--- src/hdl/swqm_pkg.sv ---
package swqm_pkg;

	localparam int MaxProcsDef = 20;
	localparam int AddrBitsDef = 32;

	typedef enum logic [1:0] {
		ACT_INSERT = 2'd0,
		ACT_REMOVE = 2'd1,
		ACT_OUT    = 2'd2,
		ACT_HEAD   = 2'd3
	} action_t;

	typedef enum logic [1:0] {
		ST_OK      = 2'd0,
		ST_NO_DESC = 2'd1,
		ST_MISSING = 2'd2
	} status_t;

	typedef enum logic [3:0] {
		S_IDLE,
		S_SCAN,
		S_DECIDE,
		S_RD_DESC,
		S_COMMIT,
		S_WALK,
		S_WALK_CHK,
		S_DONE
	} state_t;

endpackage

--- src/hdl/semaphore_wait_queue_manager_core.sv ---
// Channel | Direction | Signals
// in      | input     | in_valid, in_stall, action, sem_addr, proc_in
// out     | output    | out_valid, out_stall, status, proc_valid, proc_out
//
// One item at a time. Insert/remove/head: accept, scan over all MAX_PROCS
// descriptors (S_SCAN), decide, result.
// Out: accept, read descriptor, commit, result when the process is at the head
// or not found; else walk steps over the link table (S_WALK, S_WALK_CHK), up to
// MAX_PROCS steps. The scan compares one descriptor per step.
// Reset clears used/blocked bits at once; no clearing pass.
// in_stall stays high from acceptance until the result is taken; out_stall
// holds the result in S_DONE while it waits.
module semaphore_wait_queue_manager_core #(
	parameter int MAX_PROCS = swqm_pkg::MaxProcsDef,
	parameter int ADDR_BITS = swqm_pkg::AddrBitsDef,
	localparam int IW = $clog2(MAX_PROCS)
) (
	input  logic        clk,
	input  logic        arst_n,
	input  logic        in_valid,
	output logic        in_stall,
	input  logic [1:0]  action,
	input  logic [31:0] sem_addr,
	input  logic [4:0]  proc_in,
	output logic        out_valid,
	input  logic        out_stall,
	output logic [1:0]  status,
	output logic        proc_valid,
	output logic [4:0]  proc_out
);

	// descriptor and process tables (small, register arrays)
	logic [ADDR_BITS-1:0] desc_key_q [MAX_PROCS];
	logic [IW-1:0]        desc_head_q [MAX_PROCS];
	logic [IW-1:0]        desc_tail_q [MAX_PROCS];
	logic [IW-1:0]        proc_link_q [MAX_PROCS];
	logic [IW-1:0]        proc_desc_q [MAX_PROCS];
	logic [MAX_PROCS-1:0] desc_used_q;
	logic [MAX_PROCS-1:0] proc_blocked_q;

	swqm_pkg::state_t state_q, state_d;
	swqm_pkg::action_t act_q;
	logic [ADDR_BITS-1:0] key_q;
	logic [4:0] p_q;
	logic p_ok;
	logic [IW-1:0] pi, d_q, t_q, prev_q, cnt_q;
	logic [1:0] st_q;
	logic pv_q;
	logic [4:0] po_q;
	logic ovalid_q;

	assign p_ok = (int'(p_q) < MAX_PROCS);
	assign pi = IW'(p_q);

	logic [IW-1:0] s_idx, s_hit_idx, s_free_idx;
	logic s_last, s_hit, s_free, s_start, s_step;
	assign s_start = (state_q == swqm_pkg::S_IDLE);
	assign s_step = (state_q == swqm_pkg::S_SCAN);

	swqm_scan #(.MAX_PROCS(MAX_PROCS), .ADDR_BITS(ADDR_BITS)) u_scan (
		.clk(clk), .arst_n(arst_n), .start(s_start), .step(s_step),
		.key(key_q), .ent_key(desc_key_q[s_idx]), .ent_used(desc_used_q[s_idx]),
		.idx(s_idx), .last(s_last), .hit_q(s_hit), .hit_idx_q(s_hit_idx),
		.free_q(s_free), .free_idx_q(s_free_idx)
	);

	// result is offered only from S_DONE
	assign in_stall = (state_q != swqm_pkg::S_IDLE);
	assign out_valid = (state_q == swqm_pkg::S_DONE);
	assign status = st_q;
	assign proc_valid = pv_q;
	assign proc_out = po_q;

	// next state
	always_comb begin
		state_d = state_q;
		unique case (state_q)
			swqm_pkg::S_IDLE: if (in_valid) begin
				state_d = (swqm_pkg::action_t'(action) == swqm_pkg::ACT_OUT) ?
					swqm_pkg::S_RD_DESC : swqm_pkg::S_SCAN;
			end
			swqm_pkg::S_SCAN: if (s_last) state_d = swqm_pkg::S_DECIDE;
			swqm_pkg::S_DECIDE: state_d = swqm_pkg::S_DONE;
			swqm_pkg::S_RD_DESC: state_d = swqm_pkg::S_COMMIT;
			// done when not found or when the target sits at the head
			swqm_pkg::S_COMMIT: state_d = (ovalid_q || desc_head_q[d_q] == pi) ?
				swqm_pkg::S_DONE : swqm_pkg::S_WALK;
			swqm_pkg::S_WALK: state_d = swqm_pkg::S_WALK_CHK;
			swqm_pkg::S_WALK_CHK: state_d = ovalid_q ? swqm_pkg::S_DONE : swqm_pkg::S_WALK;
			swqm_pkg::S_DONE: if (!out_stall) state_d = swqm_pkg::S_IDLE;
			default: state_d = swqm_pkg::S_IDLE;
		endcase
	end

	// datapath; ovalid_q is raised when the result is settled
	always_ff @(posedge clk or negedge arst_n) begin
		if (!arst_n) begin
			state_q <= swqm_pkg::S_IDLE;
			desc_used_q <= '0;
			proc_blocked_q <= '0;
			ovalid_q <= 1'b0;
		end else begin
			state_q <= state_d;
			unique case (state_q)
				swqm_pkg::S_IDLE: if (in_valid) begin
					act_q <= swqm_pkg::action_t'(action);
					key_q <= ADDR_BITS'(sem_addr);
					p_q <= proc_in;
					st_q <= swqm_pkg::ST_MISSING;
					pv_q <= 1'b0;
					po_q <= '0;
				end
				swqm_pkg::S_SCAN: ;
				swqm_pkg::S_DECIDE: begin
					ovalid_q <= 1'b1;
					if (act_q == swqm_pkg::ACT_INSERT) begin
						if (p_ok && !proc_blocked_q[pi]) begin
							if (s_hit) begin
								proc_link_q[desc_tail_q[s_hit_idx]] <= pi;
								desc_tail_q[s_hit_idx] <= pi;
								proc_link_q[pi] <= pi;
								proc_desc_q[pi] <= s_hit_idx;
								proc_blocked_q[pi] <= 1'b1;
								st_q <= swqm_pkg::ST_OK;
							end else if (s_free) begin
								desc_used_q[s_free_idx] <= 1'b1;
								desc_key_q[s_free_idx] <= key_q;
								desc_head_q[s_free_idx] <= pi;
								desc_tail_q[s_free_idx] <= pi;
								proc_link_q[pi] <= pi;
								proc_desc_q[pi] <= s_free_idx;
								proc_blocked_q[pi] <= 1'b1;
								st_q <= swqm_pkg::ST_OK;
							end else begin
								st_q <= swqm_pkg::ST_NO_DESC;
							end
						end
					end else if (s_hit) begin
						st_q <= swqm_pkg::ST_OK;
						pv_q <= 1'b1;
						po_q <= 5'(desc_head_q[s_hit_idx]);
						if (act_q == swqm_pkg::ACT_REMOVE) begin
							proc_blocked_q[desc_head_q[s_hit_idx]] <= 1'b0;
							if (desc_tail_q[s_hit_idx] == desc_head_q[s_hit_idx])
								desc_used_q[s_hit_idx] <= 1'b0;
							else
								desc_head_q[s_hit_idx] <= proc_link_q[desc_head_q[s_hit_idx]];
						end
					end
				end
				swqm_pkg::S_RD_DESC: begin
					if (!(p_ok && proc_blocked_q[pi])) ovalid_q <= 1'b1;
					else begin
						d_q <= proc_desc_q[pi];
						if (!desc_used_q[proc_desc_q[pi]]) ovalid_q <= 1'b1;
					end
				end
				swqm_pkg::S_COMMIT: if (!ovalid_q) begin
					t_q <= desc_tail_q[d_q];
					prev_q <= desc_head_q[d_q];
					cnt_q <= '0;
					if (desc_head_q[d_q] == pi) begin
						if (desc_tail_q[d_q] == pi) desc_used_q[d_q] <= 1'b0;
						else desc_head_q[d_q] <= proc_link_q[pi];
						proc_blocked_q[pi] <= 1'b0;
						st_q <= swqm_pkg::ST_OK;
						pv_q <= 1'b1;
						po_q <= p_q;
						ovalid_q <= 1'b1;
					end
				end
				swqm_pkg::S_WALK: begin
					// one link read: is next of prev the target?
					if (proc_link_q[prev_q] == pi) begin
						if (t_q == pi) desc_tail_q[d_q] <= prev_q;
						else proc_link_q[prev_q] <= proc_link_q[pi];
						proc_blocked_q[pi] <= 1'b0;
						st_q <= swqm_pkg::ST_OK;
						pv_q <= 1'b1;
						po_q <= p_q;
						ovalid_q <= 1'b1;
					end else if (prev_q == t_q || cnt_q == IW'(MAX_PROCS - 1)) begin
						ovalid_q <= 1'b1;
					end else begin
						prev_q <= proc_link_q[prev_q];
					end
				end
				swqm_pkg::S_WALK_CHK: cnt_q <= cnt_q + IW'(1);
				swqm_pkg::S_DONE: if (!out_stall) ovalid_q <= 1'b0;
				default: ;
			endcase
		end
	end

endmodule

--- src/hdl/swqm_scan.sv ---
// Descriptor scan unit: one entry per cycle, finds key match and first free slot.
module swqm_scan #(
	parameter int MAX_PROCS = swqm_pkg::MaxProcsDef,
	parameter int ADDR_BITS = swqm_pkg::AddrBitsDef,
	localparam int IW = $clog2(MAX_PROCS)
) (
	input  logic                 clk,
	input  logic                 arst_n,
	input  logic                 start,
	input  logic                 step,
	input  logic [ADDR_BITS-1:0] key,
	input  logic [ADDR_BITS-1:0] ent_key,
	input  logic                 ent_used,
	output logic [IW-1:0]        idx,
	output logic                 last,
	output logic                 hit_q,
	output logic [IW-1:0]        hit_idx_q,
	output logic                 free_q,
	output logic [IW-1:0]        free_idx_q
);

	assign last = (idx == IW'(MAX_PROCS - 1));

	logic [IW-1:0] idx_q;
	assign idx = idx_q;

	always_ff @(posedge clk or negedge arst_n) begin
		if (!arst_n) begin
			idx_q <= '0;
			hit_q <= 1'b0;
			free_q <= 1'b0;
			hit_idx_q <= '0;
			free_idx_q <= '0;
		end else if (start) begin
			idx_q <= '0;
			hit_q <= 1'b0;
			free_q <= 1'b0;
		end else if (step) begin
			if (!last) idx_q <= idx_q + IW'(1);
			if (ent_used && ent_key == key && !hit_q) begin
				hit_q <= 1'b1;
				hit_idx_q <= idx_q;
			end
			if (!ent_used && !free_q) begin
				free_q <= 1'b1;
				free_idx_q <= idx_q;
			end
		end
	end

endmodule

--- config.mk ---
export PLATFORM = sky130hd
export DESIGN_NAME = semaphore_wait_queue_manager_core
export DESIGN_NICKNAME = d
export VERILOG_FILES = /design/src/hdl/swqm_pkg.sv /design/src/hdl/semaphore_wait_queue_manager_core.sv /design/src/hdl/swqm_scan.sv
export SDC_FILE = /design/constraint.sdc
export NUM_CORES = 2
export LEC_CHECK = 0
export BUFFER_PORTS_ARGS = -buffer_cell sky130_fd_sc_hd__buf_4
export CAP_MARGIN = 0
export CORE_ASPECT_RATIO = 0.8
export CORE_MARGIN = 2
export CORE_UTILIZATION = 45
export CTS_BUF_LIST = sky130_fd_sc_hd__clkbuf_4 sky130_fd_sc_hd__clkbuf_8 sky130_fd_sc_hd__clkbuf_16
export DETAILED_ROUTE_END_ITERATION = 10
export GPL_TIMING_DRIVEN = 0
export PLACE_DENSITY = 0.61
export SYNTH_ARGS = -nofsm -noshare
export SYNTH_HDL_FRONTEND = slang
export SYNTH_SLANG_ARGS = --single-unit
--- constraint.sdc ---
create_clock -name clk -period 4.6 [get_ports clk]
set_input_delay 1.15 -clock clk [delete_from_list [all_inputs] [get_ports clk]]
set_output_delay 1.15 -clock clk [all_outputs]
set_load 0.02 [all_outputs]
# [Word level (Yosys, flattened, before mapping)]
# Memory sizes are Yosys's and may differ from the RTL's. A register that Yosys moved wholly into a read port is not among the register bits.
# Index checks and enable logic that the tools add are counted.
[word_totals] ff_bits=129 mem_bits_rw=1040 out_inout_bits=10 elab_cells=289 n_memories=5
[classes] addsub=2 magnitude_cmp=13 n_eq_ne=38 muxes=143 bitwise=14 n_reduce_logical=55
[memory_table] name="desc_key_q" words=20 word_bits=32 rd=1 rd_ports_with_merged_regs=0 write_ports=1 line="semaphore_wait_queue_manager_core.sv:33" text="logic [ADDR_BITS-1:0] desc_key_q [MAX_PROCS];"
[memory_table] name="desc_head_q" words=20 word_bits=5 rd=2 rd_ports_with_merged_regs=1 write_ports=1 line="semaphore_wait_queue_manager_core.sv:34" text="logic [IW-1:0] desc_head_q [MAX_PROCS];"
[memory_table] name="desc_tail_q" words=20 word_bits=5 rd=2 rd_ports_with_merged_regs=1 write_ports=1 line="semaphore_wait_queue_manager_core.sv:35" text="logic [IW-1:0] desc_tail_q [MAX_PROCS];"
[memory_table] name="proc_desc_q" words=20 word_bits=5 rd=1 rd_ports_with_merged_regs=1 write_ports=1 line="semaphore_wait_queue_manager_core.sv:37" text="logic [IW-1:0] proc_desc_q [MAX_PROCS];"
[memory_table] name="proc_link_q" words=20 word_bits=5 rd=3 rd_ports_with_merged_regs=2 write_ports=2 line="semaphore_wait_queue_manager_core.sv:36" text="logic [IW-1:0] proc_link_q [MAX_PROCS];"
[ops] op="20-bit two-way mux" count=19
[ops] op="5-bit two-way mux" count=30
[ops] op="20-bit AND" count=4
[ops] op="20-bit NOT" count=4
[ops] op="1-bit two-way mux" count=64
[ops] op="20-bit one-hot mux with 3 select lines" count=1
[ops] op="5-bit by 6-bit < comparator with 1-bit output, second input constant" count=7
[ops] op="20-bit bitwise OR" count=2
[ops] op="20-bit one-hot mux with 2 select lines" count=1
[ops] op="32-bit == test" count=1
[ops] op="4-bit one-hot mux with 8 select lines" count=1
[ops] op="5-bit == test" count=6
[ops] op="1-bit demux with 5-bit select" count=5
[ops] op="5-bit by 1-bit >= comparator with 1-bit output, second input constant" count=5
[ops] op="5-bit OR reduction" count=5
[ops] op="8-bit AND reduction" count=3
[ops] op="3-bit AND reduction" count=7
[ops] op="2-bit two-way mux" count=10
[ops] op="2-bit != test, second input constant" count=10
[ops] op="5-bit one-hot mux with 2 select lines" count=2
[ops] op="5-bit one-hot mux with 4 select lines" count=1
[ops] op="3-bit != test, second input constant" count=6
[ops] op="4-bit by 3-bit == test with 1-bit output, second input constant" count=4
[ops] op="1-bit logical AND" count=16
[ops] op="29 further kinds" count=51

# [Depth between registers and ports, before layout]
[depth] word_depth=12 depth_mapped=16 ltp_nobuf=10

# [By module]
# A second synthesis with hierarchy kept.
[hier_totals] hier_cells=3066 area_unflattened_um2=53576.4
[by_module_without_submodules] mod="semaphore_wait_queue_manager_core" instances=1 cells_each=2971 area_each_um2=52517.9 seq_area_each_um2=34643.2
[by_module_without_submodules] mod="swqm_scan" instances=1 cells_each=95 area_each_um2=1058.5 seq_area_each_um2=425.4

# [Least setup slack after synthesis]
# OpenSTA, ideal clock, no wires.
[synth_path] kind="reg-to-reg" startpoint="reg p_q[0]" endpoint="mem desc_key_q[15][0] (netlist name), enable pin" setup_ps=421 arrival_ps=3832 required_time_ps=4179 setup_slack_ps=347 path_stages_with_launch=11 period_less_slack_ps=4253 cell_sequence="edfxtp_1 > clkbuf_1 > mux4_2 > mux2i_1 > o21ai_0 > a21oi_1 > nand3_1 > buf_1 > nor2_1 > nand2_1 > nor2_1"
[synth_between] elab_chain_cells=9
[synth_rtl] item="start, declared" line="semaphore_wait_queue_manager_core.sv:44" text="logic [4:0] p_q;"
[synth_rtl] item="start signal, assigned" line="semaphore_wait_queue_manager_core.sv:108" text="p_q <= proc_in;"
[synth_rtl] item="1-bit binary-select mux with 5-bit select" line="semaphore_wait_queue_manager_core.sv:117" text="if (p_ok && !proc_blocked_q[pi]) begin"
[synth_rtl] item="1-bit two-way mux (implied by the code)" line="semaphore_wait_queue_manager_core.sv:117"
[synth_rtl] item="1-bit zero test" line="semaphore_wait_queue_manager_core.sv:117"
[synth_rtl] item="1-bit logical AND *" line="semaphore_wait_queue_manager_core.sv:117"
[synth_rtl] item="1-bit two-way mux *" line="semaphore_wait_queue_manager_core.sv:117"
[synth_rtl] item="1-bit two-way mux *" line="semaphore_wait_queue_manager_core.sv:116" text="if (act_q == swqm_pkg::ACT_INSERT) begin"
[synth_rtl] item="1-bit two-way mux *" line="semaphore_wait_queue_manager_core.sv:104" text="unique case (state_q)"
[synth_rtl] item="1-bit logical AND (implied by the code) *" line="semaphore_wait_queue_manager_core.sv:127" text="desc_key_q[s_free_idx] <= key_q;"
[synth_rtl] item="1-bit two-way mux (implied by the code) *" line="semaphore_wait_queue_manager_core.sv:127"
[synth_rtl] item="end, declared" line="semaphore_wait_queue_manager_core.sv:33"
# Mark *: on every way between the ends. The rest lies on a longest branch, timed or not. The select of a mux whose other input is x is not followed.

# [Worst setup path after layout]
[layout_path] startpoint="reg u_scan.hit_idx_q[0]" endpoint="mem desc_head_q[4][3] (netlist name), data pin"
[layout_between] elab_chain_cells=12
[layout_rtl] item="start, declared" line="swqm_scan.sv:17" text="output logic [IW-1:0] hit_idx_q,"
[layout_rtl] item="start signal, assigned" line="swqm_scan.sv:42" text="hit_idx_q <= idx_q;"
[layout_rtl] item="memory read 20 x 5 bit (on tied branches)"
[layout_rtl] item="5-bit == test" line="semaphore_wait_queue_manager_core.sv:144" text="if (desc_tail_q[s_hit_idx] == desc_head_q[s_hit_idx])"
[layout_rtl] item="1-bit two-way mux" line="semaphore_wait_queue_manager_core.sv:144"
[layout_rtl] item="1-bit two-way mux" line="semaphore_wait_queue_manager_core.sv:142" text="if (act_q == swqm_pkg::ACT_REMOVE) begin"
[layout_rtl] item="1-bit two-way mux" line="semaphore_wait_queue_manager_core.sv:138" text="end else if (s_hit) begin"
[layout_rtl] item="1-bit two-way mux" line="semaphore_wait_queue_manager_core.sv:116"
[layout_rtl] item="1-bit two-way mux" line="semaphore_wait_queue_manager_core.sv:104"
[layout_rtl] item="1-bit logical AND (implied by the code)" line="semaphore_wait_queue_manager_core.sv:147" text="desc_head_q[s_hit_idx] <= proc_link_q[desc_head_q[s_hit_idx]];"
[layout_rtl] item="1-bit two-way mux (implied by the code)" line="semaphore_wait_queue_manager_core.sv:147"
[layout_rtl] item="5-bit OR reduction (no source line)"
[layout_rtl] item="5-bit two-way mux (no source line) * (2 in series)"
[layout_rtl] item="end, declared" line="semaphore_wait_queue_manager_core.sv:34"
# Mark *: on every way between the ends. The rest lies on a longest branch, timed or not.

==> summary.md <==
| Metric | Value |
|---|---|
| Vias in the first global route | 31381 |
| Crit-path most repeated cell | buf_2 |
| Max-slew violation count | 0 |
| Area of the multi-input gates | around 18000 µm² |
| Worst vdd ir | roughly 350 µV |
| Setup CP Type | reg2reg |
| Share of the synthesized area in the top cell type | 62.47% |
| Final WL | about 160000 µm |
| Design Area, Final | 61900 µm² |
| Global route total overflow | 0 |
| CP startpoint kind | register |
| CTS Buf Count | 116 |
| Post-Syn Nets | 3296 |
| Clk Latency, worst-skew pair | ~0.75 ns |
| Row count | ~110 |
| Clk buf depth | 3 |
| Clk slew on worst S/H paths | approximately 0.070 ns |
| Startpoint of the worst register-to-register path | u_scan.hit_idx_q[0] |
| Vias | about 33000 |
| CP max stage delay | 0.46 ns |
| Synth-to-layout area growth | 16.33% |
| Post-layout net count | about 3500 |
| Core Box Area | 117000 µm² |
| Synthesized area per cell | 16.37 µm² |
| GRT Total Usage | 26.13% |
| # IOs | 53 |
| Post-layout min period | roughly 4.5 ns |
| Root Driver | clkbuf_16 |
| CP arrival | 5.12 ns |
| Power Total | 28.15 mW |
| Achievable Freq | about 220 MHz |
| Worst reg2reg path depth | 15 |
| Largest net degree at the start of global routing | 63 |
| First-pass GRT wire length | 227900 µm |
| Routability cong. | 0.9542 |
| Number of synthesized flops with an enable pin | 1107 |
| Die X | 388.5 µm |
| Port Buffer Count | 52 |
| CTS H-tree lvls | 3 |
| First-pass detailed-route iteration total | 8 |
| Initial antenna violation count | 1 |
| Final hold vios | 0 |
| Status | complete, no violations |
| Synth unique cells | 78 |
| DRT iter0 DRCs | around 4900 |
| Final setup TNS | 0 ns |
| Register Area | ~35000 µm² |
| Endpoints failing setup | 0 |
| Hold crit path type | in2async |
| Slew margin rel. | ~6.3% |
| Largest cells by area after synthesis | edfxtp_1 62%, mux4_2 13%, mux2i_1 4.4% |
| Worst-path maximum fanout | 20 |
| Final ANT Viol Nets | 0 |
| Crit end category | register |
| Drc violations | 0 |
| CP Cell Sequence | buf_2, buf_6, buf_4, nor2b_1, buf_2, a22oi_1, nand3_1, and3_2, and2_1, nand2_1, a211oi_1, a2111oi_0, a22o_1, o21ai_2, buf_16 |
| Clock skew | slightly above 0.05 ns |
| Synth Flop Type | edfxtp_1 |
| Synth Register Bits | 1183 |
| Post-synth top area cell | edfxtp_1 |
| CTS Sinks | 1183 |
| Post-DR vias/cell | between 6 and 7 |
| PwrDens | around 450 nW/µm² |
| Cell with the largest stage delay on the worst path | and3_2 |
| Gate Count Post-Synth | 3251 |
| # fillers | approximately 9300 |
| Period utilization | 98.61% |
| Initial Util | 45.47% |
| Worst EP required | 5.19 ns |
| Netlist Area Pre-Place | 53210 µm² |
| Die footprint | about 120000 µm² |
| Wirelength per Cell | 31.01 µm |
| Dpl cell area | 56450 µm² |
| Reg2reg end | desc_head_q[4][3] |
| CTS tree | built |
| R2r setup slk | between 0.06 and 0.07 ns |
| Yosys Warn Count | 0 |
| Final HPWL DP | 106400 µm |
| Maxcap violations | 0 |
| Die height | a little over 300 µm |
| Actual slew at the worst max-slew pin | about 1.4 ns |
| Fraction of layout instances using a drive strength above 1 | between 20% and 30% |
| Leak | 19.62 nW |
| Asr flop ratio synth | under 10% |
| Sequential element share of the synthesized area | 65.90% |
where the power goes:
part / switching, mW / internal (mW) / total (mW)
Combinational: 3.60 / 2.60 / 6.20
Sequential: 0.207 / 11.9 / 12.1
Clock: 4.24 / 5.65 / 9.89
Total: 8.04 / 20.1 / 28.2
worst max-delay path: cells and delay by family (launching register included):
| kind | cells | cell delay [ns] |
|---|---|---|
| AO/OA/AOI/OAI | 5 | 1.01 |
| buffers and inverters | 5 | 1.37 |
| flip-flops | 1 | 0.31 |
| AND/OR/NAND/NOR | 5 | 1.64 |
cell usage after synthesis, types with 49 or more instances:
cell,instances
a21oi_1,145
buf_2,58
clkbuf_1,107
dfrtp_1,61
edfxtp_1,1107
mux2_2,123
mux2i_1,235
mux4_2,304
nand2_1,187
nand3_1,49
nor2_1,193
o21ai_0,104
routing by layer:
layer  GRT usage (%)  routed length [µm]
met5               0                   0
met4           5.589                3679
met3           7.366               18890
met2           36.33               67120
met1           40.74               69560
cell type report:
cell class                 count  share of cell area, %
sequential                  1183                  56.66
timing repair inverter         2                0.01617
buffer                       207                  1.791
timing repair buffer         138                  2.559
inverter                      38                 0.2426
clock inverter                70                  1.300
antenna                        1               0.004043
clock buffer                 146                  5.132
tap                         1539                  3.111
multi-input combinational   1812                  29.18
registers in the layout, indices dropped and copies added, names as in the netlist, 3 cells and up, named ones only:
signal and flops:
key_q 32, desc_tail_q 100, prev_q 5, u_scan.free_idx_q 5
p_q 5, proc_out 5, proc_desc_q 100, state_q 3
proc_blocked_q 20, t_q 5, desc_head_q 100, desc_used_q 20
u_scan.idx 5, cnt_q 5, d_q 5, proc_link_q 100
desc_key_q 640, u_scan.hit_idx_q 5
what timing repair did:
action | in CTS | in global routing
endpoints found under the setup margin | 1112 | 498
gates resized for setup | 177 | 100
pin swaps | 26 | 7
setup buffers | 41 | 11
cloned | 1 | 1
hold buffers | 0 | 0
how the worst max path moves through the flow:
stage	start	endpoint	cells after the start	slack, ns
CTS	register	desc_tail_q[12][1]	12	-0.06
global route	u_scan.hit_idx_q[0]	desc_head_q[13][3]	15	-0.03
finish	u_scan.hit_idx_q[0]	desc_head_q[4][3]	15	0.06
floorplan	p_q[0]	desc_key_q[15][0]	10	0.35
global placement	u_scan.hit_idx_q[1]	desc_head_q[12][0]	13	-3.49
detailed placement	u_scan.hit_idx_q[0]	desc_head_q[1][4]	14	-1.37
through the flow:
step | instances | setup slack (ns) | utilization (%) | hold slack [ns]
2_1_floorplan | 3251 | 0.3467 | - | 0.4605
3_3_place_gp | 4842 | -3.492 | 47.45 | 0.4851
3_5_place_dp | 4876 | -1.374 | 48.24 | 0.4897
4_1_cts | 5128 | -0.06098 | 52.53 | 0.3821
5_1_grt | 5135 | -0.03150 | 52.90 | 0.3992
6_report | 5136 | 0.06390 | 52.90 | 0.3803
cell usage in the layout, fill, tap and decap left out, types with 15 or more instances in the layout:
master,n
edfxtp_1,1107
mux4_2,304
mux2i_1,223
nand2_1,184
a21oi_1,142
buf_4,130
nor2_1,128
mux2_2,123
clkbuf_16,117
o21ai_0,90
clkbuf_1,79
dfrtp_1,60
nor2_4,48
nand3_1,45
buf_2,42
xnor2_1,42
nor2b_1,40
a22oi_1,35
inv_1,34
clkbuf_4,33
o22ai_1,27
clkinv_1,26
nor3_1,25
xor2_1,24
clkbuf_2,21
o22ai_4,20
buf_12,20
a211oi_1,18
nor2_2,17
a21boi_0,17
clkinv_2,15
cells by family after synthesis:
group,Yosys count,share of synthesized area [%]
flops,1183,65.90
mux,662,19.89
simple gates,605,5.307
compound gates,477,5.625
buf+inv,256,2.140
xor+xnor,66,1.086
fa+ha+maj,2,0.04702
(Power assumes the default switching activity.)
